--- src/design/leg_pkg.sv ---
package leg_pkg;

    // fixed-point format of the state words
    localparam int FRAC_BITS  = 24;
    localparam int COUNT_BITS = 20;

    localparam int POS_W   = 32;
    localparam int OPA_W   = 32;
    localparam int OPB_W   = 33;
    localparam int PROD_W  = OPA_W + OPB_W;
    localparam int WIDE_W  = PROD_W + 1;
    localparam int STEP_W  = 3;

    // configuration port
    localparam int CFG_IDX_W  = 3;
    localparam int CFG_DATA_W = 31;
    localparam int DT_W       = 25;
    localparam int GAIN_W     = 31;
    localparam int CNT_CFG_W  = 20;

    localparam logic [CFG_IDX_W-1:0] REG_TIME_STEP     = 3'd0;
    localparam logic [CFG_IDX_W-1:0] REG_SIGMA_GAIN    = 3'd1;
    localparam logic [CFG_IDX_W-1:0] REG_RHO_GAIN      = 3'd2;
    localparam logic [CFG_IDX_W-1:0] REG_BETA_GAIN     = 3'd3;
    localparam logic [CFG_IDX_W-1:0] REG_WASHOUT_COUNT = 3'd4;
    localparam logic [CFG_IDX_W-1:0] REG_SAMPLE_COUNT  = 3'd5;

    localparam logic [DT_W-1:0]      TIME_STEP_RST     = 25'd167772;
    localparam logic [GAIN_W-1:0]    SIGMA_GAIN_RST    = 31'd167772160;
    localparam logic [GAIN_W-1:0]    RHO_GAIN_RST      = 31'd469762048;
    localparam logic [GAIN_W-1:0]    BETA_GAIN_RST     = 31'd44739243;
    localparam logic [CNT_CFG_W-1:0] WASHOUT_COUNT_RST = 20'd0;
    localparam logic [CNT_CFG_W-1:0] SAMPLE_COUNT_RST  = 20'd1000;

    localparam logic signed [WIDE_W-1:0] SAT_MAX = 66'sd2147483647;
    localparam logic signed [WIDE_W-1:0] SAT_MIN = -66'sd2147483648;

    // multiplier operations of one euler step
    typedef enum logic [2:0] {
        OP_NONE = 3'd0,
        OP_DX   = 3'd1,
        OP_PY   = 3'd2,
        OP_PXY  = 3'd3,
        OP_BZ   = 3'd4,
        OP_UX   = 3'd5,
        OP_UY   = 3'd6,
        OP_UZ   = 3'd7
    } op_t;

    typedef struct packed {
        logic load;
        logic capture;
        op_t  op;
    } dp_cmd_t;

    function automatic op_t op_for_step(input logic [STEP_W-1:0] step);
        op_t op;
        case (step)
            3'd0:    op = OP_DX;
            3'd1:    op = OP_PY;
            3'd2:    op = OP_PXY;
            3'd3:    op = OP_BZ;
            3'd4:    op = OP_UX;
            3'd5:    op = OP_UY;
            3'd6:    op = OP_UZ;
            default: op = OP_NONE;
        endcase
        return op;
    endfunction

    function automatic logic signed [POS_W-1:0] sat32(input logic signed [WIDE_W-1:0] v);
        logic signed [POS_W-1:0] r;
        if (v > SAT_MAX)
        begin
            r = SAT_MAX[POS_W-1:0];
        end
        else if (v < SAT_MIN)
        begin
            r = SAT_MIN[POS_W-1:0];
        end
        else
        begin
            r = v[POS_W-1:0];
        end
        return r;
    endfunction

endpackage

--- src/design/leg_in_if.sv ---
interface leg_in_if;
    logic               valid;
    logic               ready;
    logic               func;
    logic signed [31:0] init_x;
    logic signed [31:0] init_y;
    logic signed [31:0] init_z;

    modport source (output valid, func, init_x, init_y, init_z, input ready);
    modport sink (input valid, func, init_x, init_y, init_z, output ready);
endinterface

--- src/design/leg_out_if.sv ---
interface leg_out_if;
    logic               valid;
    logic               ready;
    logic signed [31:0] out_x;
    logic signed [31:0] out_y;
    logic signed [31:0] out_z;
    logic               last_sample;

    modport source (output valid, out_x, out_y, out_z, last_sample, input ready);
    modport sink (input valid, out_x, out_y, out_z, last_sample, output ready);
endinterface

--- src/design/leg_datapath.sv ---
module leg_datapath (
    input  logic                                  clk,
    input  logic                                  rst_n,
    input  logic                                  cfg_we,
    input  logic [leg_pkg::CFG_IDX_W-1:0]         cfg_index,
    input  logic [leg_pkg::CFG_DATA_W-1:0]        cfg_data,
    input  leg_pkg::dp_cmd_t                      cmd,
    input  logic signed [leg_pkg::POS_W-1:0]      init_x,
    input  logic signed [leg_pkg::POS_W-1:0]      init_y,
    input  logic signed [leg_pkg::POS_W-1:0]      init_z,
    output logic signed [leg_pkg::POS_W-1:0]      out_x,
    output logic signed [leg_pkg::POS_W-1:0]      out_y,
    output logic signed [leg_pkg::POS_W-1:0]      out_z
);

    logic [leg_pkg::DT_W-1:0]   time_step_reg;
    logic [leg_pkg::GAIN_W-1:0] sigma_gain_reg;
    logic [leg_pkg::GAIN_W-1:0] rho_gain_reg;
    logic [leg_pkg::GAIN_W-1:0] beta_gain_reg;

    logic signed [leg_pkg::POS_W-1:0] x_reg, x_next;
    logic signed [leg_pkg::POS_W-1:0] y_reg, y_next;
    logic signed [leg_pkg::POS_W-1:0] z_reg, z_next;
    logic signed [leg_pkg::POS_W-1:0] dx_reg, dx_next;
    logic signed [leg_pkg::POS_W-1:0] dy_reg, dy_next;
    logic signed [leg_pkg::POS_W-1:0] dz_reg, dz_next;
    logic signed [leg_pkg::POS_W-1:0] t_reg, t_next;
    logic signed [leg_pkg::POS_W-1:0] ox_reg, oy_reg, oz_reg;

    logic signed [leg_pkg::OPA_W-1:0]  mul_a;
    logic signed [leg_pkg::OPB_W-1:0]  mul_b;
    logic signed [leg_pkg::PROD_W-1:0] prod_reg, prod_next;
    leg_pkg::op_t                      wb_op_reg;

    logic signed [leg_pkg::WIDE_W-1:0] shifted;
    logic signed [leg_pkg::POS_W-1:0]  q;
    logic signed [leg_pkg::WIDE_W-1:0] sum_a, sum_b;
    logic signed [leg_pkg::POS_W-1:0]  sum_sat;

    always_ff @(posedge clk or negedge rst_n)
    begin
        if (!rst_n)
        begin
            time_step_reg  <= leg_pkg::TIME_STEP_RST;
            sigma_gain_reg <= leg_pkg::SIGMA_GAIN_RST;
            rho_gain_reg   <= leg_pkg::RHO_GAIN_RST;
            beta_gain_reg  <= leg_pkg::BETA_GAIN_RST;
        end
        else if (cfg_we)
        begin
            case (cfg_index)
                leg_pkg::REG_TIME_STEP:  time_step_reg  <= cfg_data[leg_pkg::DT_W-1:0];
                leg_pkg::REG_SIGMA_GAIN: sigma_gain_reg <= cfg_data[leg_pkg::GAIN_W-1:0];
                leg_pkg::REG_RHO_GAIN:   rho_gain_reg   <= cfg_data[leg_pkg::GAIN_W-1:0];
                leg_pkg::REG_BETA_GAIN:  beta_gain_reg  <= cfg_data[leg_pkg::GAIN_W-1:0];
                default:
                begin
                end
            endcase
        end
    end

    // operand select for the shared multiplier
    always_comb
    begin
        mul_a = '0;
        mul_b = '0;
        case (cmd.op)
            leg_pkg::OP_DX:
            begin
                mul_a = leg_pkg::OPA_W'(sigma_gain_reg);
                mul_b = leg_pkg::OPB_W'(y_reg) - leg_pkg::OPB_W'(x_reg);
            end
            leg_pkg::OP_PY:
            begin
                mul_a = x_reg;
                mul_b = leg_pkg::OPB_W'(rho_gain_reg) - leg_pkg::OPB_W'(z_reg);
            end
            leg_pkg::OP_PXY:
            begin
                mul_a = x_reg;
                mul_b = leg_pkg::OPB_W'(y_reg);
            end
            leg_pkg::OP_BZ:
            begin
                mul_a = leg_pkg::OPA_W'(beta_gain_reg);
                mul_b = leg_pkg::OPB_W'(z_reg);
            end
            leg_pkg::OP_UX:
            begin
                mul_a = leg_pkg::OPA_W'(time_step_reg);
                mul_b = leg_pkg::OPB_W'(dx_reg);
            end
            leg_pkg::OP_UY:
            begin
                mul_a = leg_pkg::OPA_W'(time_step_reg);
                mul_b = leg_pkg::OPB_W'(dy_reg);
            end
            leg_pkg::OP_UZ:
            begin
                mul_a = leg_pkg::OPA_W'(time_step_reg);
                mul_b = leg_pkg::OPB_W'(dz_reg);
            end
            default:
            begin
            end
        endcase
        prod_next = leg_pkg::PROD_W'(mul_a) * leg_pkg::PROD_W'(mul_b);
    end

    // arithmetic shift floors toward minus infinity
    assign shifted = leg_pkg::WIDE_W'(prod_reg) >>> leg_pkg::FRAC_BITS;
    assign q       = leg_pkg::sat32(shifted);

    always_comb
    begin
        sum_a = '0;
        sum_b = '0;
        case (wb_op_reg)
            leg_pkg::OP_PY:
            begin
                sum_a = leg_pkg::WIDE_W'(q);
                sum_b = -leg_pkg::WIDE_W'(y_reg);
            end
            leg_pkg::OP_BZ:
            begin
                sum_a = leg_pkg::WIDE_W'(t_reg);
                sum_b = -leg_pkg::WIDE_W'(q);
            end
            leg_pkg::OP_UX:
            begin
                sum_a = leg_pkg::WIDE_W'(x_reg);
                sum_b = leg_pkg::WIDE_W'(q);
            end
            leg_pkg::OP_UY:
            begin
                sum_a = leg_pkg::WIDE_W'(y_reg);
                sum_b = leg_pkg::WIDE_W'(q);
            end
            leg_pkg::OP_UZ:
            begin
                sum_a = leg_pkg::WIDE_W'(z_reg);
                sum_b = leg_pkg::WIDE_W'(q);
            end
            default:
            begin
            end
        endcase
        sum_sat = leg_pkg::sat32(sum_a + sum_b);
    end

    // writeback of the product issued in the previous cycle, and the state load
    always_comb
    begin
        x_next  = x_reg;
        y_next  = y_reg;
        z_next  = z_reg;
        dx_next = dx_reg;
        dy_next = dy_reg;
        dz_next = dz_reg;
        t_next  = t_reg;
        case (wb_op_reg)
            leg_pkg::OP_DX:  dx_next = q;
            leg_pkg::OP_PY:  dy_next = sum_sat;
            leg_pkg::OP_PXY: t_next  = q;
            leg_pkg::OP_BZ:  dz_next = sum_sat;
            leg_pkg::OP_UX:  x_next  = sum_sat;
            leg_pkg::OP_UY:  y_next  = sum_sat;
            leg_pkg::OP_UZ:  z_next  = sum_sat;
            default:
            begin
            end
        endcase
        if (cmd.load)
        begin
            x_next = init_x;
            y_next = init_y;
            z_next = init_z;
        end
    end

    always_ff @(posedge clk or negedge rst_n)
    begin
        if (!rst_n)
        begin
            x_reg     <= '0;
            y_reg     <= '0;
            z_reg     <= '0;
            wb_op_reg <= leg_pkg::OP_NONE;
        end
        else
        begin
            x_reg     <= x_next;
            y_reg     <= y_next;
            z_reg     <= z_next;
            wb_op_reg <= cmd.op;
        end
    end

    always_ff @(posedge clk)
    begin
        prod_reg <= prod_next;
        dx_reg   <= dx_next;
        dy_reg   <= dy_next;
        dz_reg   <= dz_next;
        t_reg    <= t_next;
        if (cmd.capture)
        begin
            ox_reg <= x_reg;
            oy_reg <= y_reg;
            oz_reg <= z_reg;
        end
    end

    assign out_x = ox_reg;
    assign out_y = oy_reg;
    assign out_z = oz_reg;

endmodule

--- src/design/leg_ctrl.sv ---
module leg_ctrl #(
    parameter int COUNT_BITS = leg_pkg::COUNT_BITS
) (
    input  logic                           clk,
    input  logic                           rst_n,
    input  logic                           cfg_we,
    input  logic [leg_pkg::CFG_IDX_W-1:0]  cfg_index,
    input  logic [leg_pkg::CFG_DATA_W-1:0] cfg_data,
    input  logic                           in_valid,
    input  logic                           in_func,
    output logic                           in_ready,
    output logic                           out_valid,
    input  logic                           out_ready,
    output logic                           last_sample,
    output leg_pkg::dp_cmd_t               cmd
);

    typedef enum logic [2:0] {
        ST_IDLE = 3'b001,
        ST_EMIT = 3'b010,
        ST_STEP = 3'b100
    } state_t;

    state_t state_reg, state_next;
    logic [leg_pkg::STEP_W-1:0]    step_reg, step_next;
    logic [COUNT_BITS-1:0]         washout_left_reg, washout_left_next;
    logic [COUNT_BITS-1:0]         samples_left_reg, samples_left_next;
    logic [leg_pkg::CNT_CFG_W-1:0] washout_count_reg;
    logic [leg_pkg::CNT_CFG_W-1:0] sample_count_reg;
    logic                          out_valid_reg, out_valid_next;
    logic                          last_reg, last_next;
    logic                          accept;

    always_ff @(posedge clk or negedge rst_n)
    begin
        if (!rst_n)
        begin
            washout_count_reg <= leg_pkg::WASHOUT_COUNT_RST;
            sample_count_reg  <= leg_pkg::SAMPLE_COUNT_RST;
        end
        else if (cfg_we)
        begin
            case (cfg_index)
                leg_pkg::REG_WASHOUT_COUNT:
                    washout_count_reg <= cfg_data[leg_pkg::CNT_CFG_W-1:0];
                leg_pkg::REG_SAMPLE_COUNT:
                    sample_count_reg <= cfg_data[leg_pkg::CNT_CFG_W-1:0];
                default:
                begin
                end
            endcase
        end
    end

    assign in_ready = (state_reg == ST_IDLE);
    assign accept   = in_valid && in_ready;

    always_comb
    begin
        state_next        = state_reg;
        step_next         = step_reg;
        washout_left_next = washout_left_reg;
        samples_left_next = samples_left_reg;
        out_valid_next    = out_valid_reg && !out_ready;
        last_next         = last_reg;
        cmd.load          = 1'b0;
        cmd.capture       = 1'b0;
        cmd.op            = leg_pkg::OP_NONE;
        case (state_reg)
            ST_IDLE:
            begin
                step_next = '0;
                if (accept)
                begin
                    if (in_func)
                    begin
                        cmd.load          = 1'b1;
                        washout_left_next = COUNT_BITS'(washout_count_reg);
                        samples_left_next = COUNT_BITS'(sample_count_reg);
                    end
                    else if (washout_left_reg != '0)
                    begin
                        washout_left_next = washout_left_reg - 1'b1;
                        state_next        = ST_STEP;
                    end
                    else if (samples_left_reg != '0)
                    begin
                        state_next = ST_EMIT;
                    end
                end
            end
            ST_EMIT:
            begin
                // wait here only while the previous sample is still unclaimed
                if (!out_valid_reg || out_ready)
                begin
                    cmd.capture       = 1'b1;
                    out_valid_next    = 1'b1;
                    last_next         = (samples_left_reg == COUNT_BITS'(1));
                    samples_left_next = samples_left_reg - 1'b1;
                    state_next        = ST_STEP;
                end
            end
            ST_STEP:
            begin
                cmd.op    = leg_pkg::op_for_step(step_reg);
                step_next = step_reg + 1'b1;
                if (step_reg == '1)
                begin
                    state_next = ST_IDLE;
                end
            end
            default:
            begin
                state_next = ST_IDLE;
            end
        endcase
    end

    always_ff @(posedge clk or negedge rst_n)
    begin
        if (!rst_n)
        begin
            state_reg        <= ST_IDLE;
            step_reg         <= '0;
            washout_left_reg <= '0;
            samples_left_reg <= '0;
            out_valid_reg    <= 1'b0;
            last_reg         <= 1'b0;
        end
        else
        begin
            state_reg        <= state_next;
            step_reg         <= step_next;
            washout_left_reg <= washout_left_next;
            samples_left_reg <= samples_left_next;
            out_valid_reg    <= out_valid_next;
            last_reg         <= last_next;
        end
    end

    assign out_valid   = out_valid_reg;
    assign last_sample = last_reg;

    a_state_onehot: assert property (@(posedge clk) disable iff (!rst_n)
        $onehot(state_reg))
        else $error("controller state not one-hot");

    a_capture_free: assert property (@(posedge clk) disable iff (!rst_n)
        cmd.capture |-> (!out_valid_reg || out_ready))
        else $error("sample captured over an unclaimed one");

    a_step_ends: assert property (@(posedge clk) disable iff (!rst_n)
        (state_reg == ST_STEP && step_reg == '1) |=> (state_reg == ST_IDLE))
        else $error("euler step did not end after the last operation");

    a_restart_load: assert property (@(posedge clk) disable iff (!rst_n)
        (accept && in_func) |=>
            (washout_left_reg == COUNT_BITS'($past(washout_count_reg))
             && samples_left_reg == COUNT_BITS'($past(sample_count_reg))))
        else $error("restart did not rearm the counters");

    a_no_load_in_step: assert property (@(posedge clk) disable iff (!rst_n)
        (cmd.op != leg_pkg::OP_NONE) |-> !cmd.load)
        else $error("state load during an euler step");

endmodule

--- src/design/lorenz_euler_generator.sv ---
// Lorenz attractor sample generator, forward euler in signed Q8.24.
// item channel: func 1 restarts with init_x/y/z (loads state, rearms the
//   washout and sample counters, no output); func 0 advances one tick.
// result channel: out_x/y/z hold the state before the step of an emitting
//   tick; last_sample marks the final requested sample.
// cfg port: cfg_we, cfg_index, cfg_data write one register per cycle; the
//   user writes only while idle (the block does not enforce it); indexes
//   above 5 are ignored. ticks: a restart or an idle tick leaves the block
//   idle; a washout tick runs one euler step and an emitting tick captures
//   its sample, then runs one. one euler step is seven dependent products
//   through one shared 32x33 multiplier, one issued per cycle, then the
//   write back of the last product; no tick is taken until the step ends.
// the result sits in an output register, so the next tick is taken while
//   a sample waits; an emitting tick then holds before its capture until
//   the receiver takes the earlier sample.
// reset: gains and counts return to their defaults, the state to zero, and
//   the counters to zero, so ticks emit nothing until the first restart.
module lorenz_euler_generator #(
    parameter int COUNT_BITS = leg_pkg::COUNT_BITS
) (
    input  logic                           clk,
    input  logic                           rst_n,
    leg_in_if.sink                         item,
    leg_out_if.source                      result,
    input  logic                           cfg_we,
    input  logic [leg_pkg::CFG_IDX_W-1:0]  cfg_index,
    input  logic [leg_pkg::CFG_DATA_W-1:0] cfg_data
);

    leg_pkg::dp_cmd_t cmd;

    leg_ctrl #(
        .COUNT_BITS (COUNT_BITS)
    ) u_ctrl (
        .clk         (clk),
        .rst_n       (rst_n),
        .cfg_we      (cfg_we),
        .cfg_index   (cfg_index),
        .cfg_data    (cfg_data),
        .in_valid    (item.valid),
        .in_func     (item.func),
        .in_ready    (item.ready),
        .out_valid   (result.valid),
        .out_ready   (result.ready),
        .last_sample (result.last_sample),
        .cmd         (cmd)
    );

    leg_datapath u_datapath (
        .clk       (clk),
        .rst_n     (rst_n),
        .cfg_we    (cfg_we),
        .cfg_index (cfg_index),
        .cfg_data  (cfg_data),
        .cmd       (cmd),
        .init_x    (item.init_x),
        .init_y    (item.init_y),
        .init_z    (item.init_z),
        .out_x     (result.out_x),
        .out_y     (result.out_y),
        .out_z     (result.out_z)
    );

endmodule
--- src/flat_wrapper.sv ---
// flat-port wrapper written by rule: the top's interface ports become plain ports
module lorenz_euler_generator_flat 
#(
    parameter int COUNT_BITS = leg_pkg::COUNT_BITS
)
  (clk, rst_n, cfg_we, cfg_index, cfg_data, item_valid, item_func, item_init_x, item_init_y, item_init_z, item_ready, result_valid, result_out_x, result_out_y, result_out_z, result_last_sample, result_ready);
  leg_in_if item_i ();
  leg_out_if result_i ();
  input  logic clk;
  input  logic rst_n;
  input  logic cfg_we;
  input  logic [leg_pkg::CFG_IDX_W-1:0] cfg_index;
  input  logic [leg_pkg::CFG_DATA_W-1:0] cfg_data;
  input wire logic [$bits(item_i.valid)-1:0] item_valid;
  input wire logic [$bits(item_i.func)-1:0] item_func;
  input wire logic [$bits(item_i.init_x)-1:0] item_init_x;
  input wire logic [$bits(item_i.init_y)-1:0] item_init_y;
  input wire logic [$bits(item_i.init_z)-1:0] item_init_z;
  output wire logic [$bits(item_i.ready)-1:0] item_ready;
  output wire logic [$bits(result_i.valid)-1:0] result_valid;
  output wire logic [$bits(result_i.out_x)-1:0] result_out_x;
  output wire logic [$bits(result_i.out_y)-1:0] result_out_y;
  output wire logic [$bits(result_i.out_z)-1:0] result_out_z;
  output wire logic [$bits(result_i.last_sample)-1:0] result_last_sample;
  input wire logic [$bits(result_i.ready)-1:0] result_ready;
  assign item_i.valid = item_valid;
  assign item_i.func = item_func;
  assign item_i.init_x = item_init_x;
  assign item_i.init_y = item_init_y;
  assign item_i.init_z = item_init_z;
  assign item_ready = item_i.ready;
  assign result_valid = result_i.valid;
  assign result_out_x = result_i.out_x;
  assign result_out_y = result_i.out_y;
  assign result_out_z = result_i.out_z;
  assign result_last_sample = result_i.last_sample;
  assign result_i.ready = result_ready;
  lorenz_euler_generator #(.COUNT_BITS(COUNT_BITS)) u_core (.clk(clk), .rst_n(rst_n), .item(item_i), .result(result_i), .cfg_we(cfg_we), .cfg_index(cfg_index), .cfg_data(cfg_data));
endmodule
--- config.mk ---
export PLATFORM = sky130hd
export DESIGN_NAME = lorenz_euler_generator_flat
export DESIGN_NICKNAME = d
export VERILOG_FILES = /design/src/design/leg_pkg.sv /design/src/design/leg_in_if.sv /design/src/design/leg_out_if.sv /design/src/design/leg_datapath.sv /design/src/design/leg_ctrl.sv /design/src/design/lorenz_euler_generator.sv /design/src/flat_wrapper.sv
export SDC_FILE = /design/constraint.sdc
export NUM_CORES = 2
export LEC_CHECK = 0
export BUFFER_PORTS_ARGS = -buffer_cell sky130_fd_sc_hd__buf_2
export CORE_MARGIN = 4
export CORE_UTILIZATION = 40
export CTS_CLUSTER_DIAMETER = 40
export DETAILED_ROUTE_END_ITERATION = 16
export HOLD_SLACK_MARGIN = 0.15
export MAX_ROUTING_LAYER = met4
export PLACE_DENSITY = 0.62
export SYNTH_ARGS = -nofsm -noshare
export SYNTH_HDL_FRONTEND = slang
export SYNTH_SLANG_ARGS = --single-unit
--- constraint.sdc ---
create_clock -name clk -period 29.4 [get_ports clk]
set_input_delay 4.41 -clock clk [delete_from_list [all_inputs] [get_ports clk]]
set_output_delay 4.41 -clock clk [all_outputs]
set_load 0.01 [all_outputs]
==> results_dict.tcl <==
set metrics [dict create \
    async_flop_share 0.535 \
    setup_viol 0 \
    slew_headroom 0.123 \
    critPathArrivalTime_ns 13.81 \
    finalHoldViolations 0 \
    hold_class "reg -> reg" \
    ys.warnings.count 0 \
    syn_nets 9069 \
    die_area_sq_um 183000 \
    grt.total_usage 0.310 \
    fin_crit_ns 13.17 \
    largest_register_ffs 41 \
    rows 153 \
    leakagePower_nw 36.2 \
    drive_gt1_frac 0.120 \
    fin_tns_setup_ns 0 \
    drt_iter0_drc 6725 \
    clk_pin_slew_ns 0.06 \
    ys_ff_latch 570 \
    grt_pass1_wl_mm 405 \
    die_w_microns 427 \
    cp_common_cell "fa_1" \
    critPathCaptureType "flop" \
    route.detailed.drc 0 \
    syn_to_final_growth_pct 11.1 \
    critPathMaxStageDelay_ns 0.98 \
    worstSetupStartpointType "flop" \
    cpMaxStageDelayCell "a2111oi_0" \
    vias_per_cell 5.89 \
    cap_violations 0 \
    max_freq_mhz 75.9 \
    port_buffers 234 \
    p_per_area_nw_per_um2 81.5 \
    finalInstanceArea_sq_um 78200 \
    grt_pass1_vias 60000 \
    post_cts_buffers 0 \
    gp_congestion 1.01 \
    drt_wl_total_mm 274 \
    grt_max_degree 171 \
    pin_count 235 \
    synth_enable_flop_cells 224 \
    core-area_sq_um 174000 \
    run_status "finished clean" \
    syn_inst 7495 \
    cts_made_buffers 97 \
    finalNetCount 9138 \
    synth_cell_type_count 98 \
    hpwl_mm 208 \
    initial_core_util 0.404 \
    required_ns 30.04 \
    rsz0062_at_grt "false" \
    wl_per_cell_microns 27.4 \
    dpl_cell_area_sq_um 74700 \
    die_height_microns 427 \
    ir_worst_vdd_v 0.000135 \
    tightest_slew_ns 1.32 \
    dr.pass1.iters 9 \
    vias 58900 \
    cts-hold-fix-buffers 0 \
    worstSetupPathType "reg -> reg" \
    syn_area_sq_um 70400 \
    htree_num_levels 3 \
    skew_ns 0.0962 \
    cts-resized-gates 0 \
    antenna_left 0 \
    ys.flop_type "dfrtp_1" \
    tritoncts "built" \
    cts.sinks 570 \
    ys_seq_area_frac 0.216 \
    antenna_found_initial 26 \
    path_max_fanout 7 \
    syn_area_per_cell_sq_um 9.39 \
    clkLatencyLatePin_ns 0.73 \
    finalMaxSlewViolations 0 \
    cts_buffer_depth 3 \
    root_buffer "clkbuf_16" \
    grt_overflow 0 \
    period_share 0.448 \
]
[Yosys cell counts (all sizes together) (47+ instances only)]
library cell  count  share of area
a21o            101          0.011
xor2             70         0.0088
xnor2           125          0.016
ha              324          0.058
o21ai           272          0.023
nor2            887          0.047
fa             1114           0.32
nand4            54         0.0048
a221o           110          0.016
nor3            149          0.011
mux2            158          0.025
a22oi           118          0.013
and3             59         0.0052
a31oi            49         0.0044
inv            1242          0.066
or2              47         0.0042
buf              52         0.0035
nand3            73         0.0052
edfxtp          224          0.096
nand2b          122          0.011
dfrtp           269          0.096
clkbuf          356          0.019
nand2           607          0.032
a21oi           267          0.019
[routing by layer]
metal	GRT usage	up-vias	wire length, microns
met2	0.464	3354	122000
met5	-	-	0
met4	0.163	0	18400
met1	0.397	30100	105000
li1	-	24700	-
met3	0.0622	737	27900
[worst max-delay path, delay by kind of cell (launching register included)]
family	cells	cell delay (ns)
AOI/OAI and AO/OA	21	6.23
xor gates and xnor gates	2	0.31
adders and majority gates	11	5.15
buffers and inverters	5	0.59
DFF	1	0.47
and+or+nand+nor	3	0.32
[final timing paths]
check / from / to / slack, ns / depth (start not counted)
worst max-delay path: u_core.u_datapath.z_reg[0] / u_core.u_datapath.prod_reg[61] / 16.23 / 42
worst min-delay path: u_core.u_datapath.x_reg[14] / u_core.u_datapath.out_x[14] / 0.49 / 0
worst max register to register: u_core.u_datapath.z_reg[0] / u_core.u_datapath.prod_reg[61] / 16.23 / 42
worst min register to register: u_core.u_datapath.x_reg[14] / u_core.u_datapath.out_x[14] / 0.49 / 0
max in group asynchronous: rst_n / u_core.u_datapath.rho_gain_reg[29] / 24.15 / 2
min in group asynchronous: rst_n / u_core.u_datapath.y_reg[0] / 3.67 / 1
[through the flow]
step                power, mW  instances  hold slack, ns   util  setup slack (ns)
finish                   6.37       9991           0.488  0.448             16.23
global route             6.62       9987           0.504  0.448             15.89
CTS                      6.24       9973           0.482  0.448             16.56
detailed placement       5.01       9790           0.468  0.428             16.63
global placement         4.99       9790           0.469  0.428             16.80
floorplan                3.56       7495           0.423      -             18.50
[final cells by class]
cell class | count | area [sq um]
fill | 16500 | 96200
timing repair buffer | 378 | 2290
sequential | 570 | 15200
clock buffer | 107 | 2520
multi-input combinational | 5273 | 49600
clock inverter | 76 | 943
antenna | 18 | 45.0
inverter | 1244 | 4670
tap | 2325 | 2910
[cells by family after synthesis]
family,count (synthesis),synth area share
compound gates,1281,0.129
xor+xnor,195,0.0246
fa+ha+maj,1438,0.374
buf+inv,1652,0.0889
simple gates,2194,0.140
mux,165,0.0265
flops,570,0.216
[layout by cell type, fill, tap and decap left out, types with 72 or more instances in the layout]
cell type / n
inv_1: 1241
fa_1: 1114
nor2_1: 874
nand2_1: 607
ha_1: 324
dfrtp_1: 268
a21oi_1: 266
o21ai_0: 238
buf_2: 233
edfxtp_1: 224
mux2_2: 158
nor3_1: 147
buf_4: 142
xnor2_1: 124
nand2b_1: 122
a22oi_1: 118
a221o_1: 110
a21o_1: 101
clkbuf_16: 98
nand3_1: 72
[power by group]
part | switching (mW) | internal, mW
Sequential | 0.326 | 1.20
Combinational | 2.52 | 1.12
Clock | 0.476 | 0.722
(Power assumes the default switching activity.)
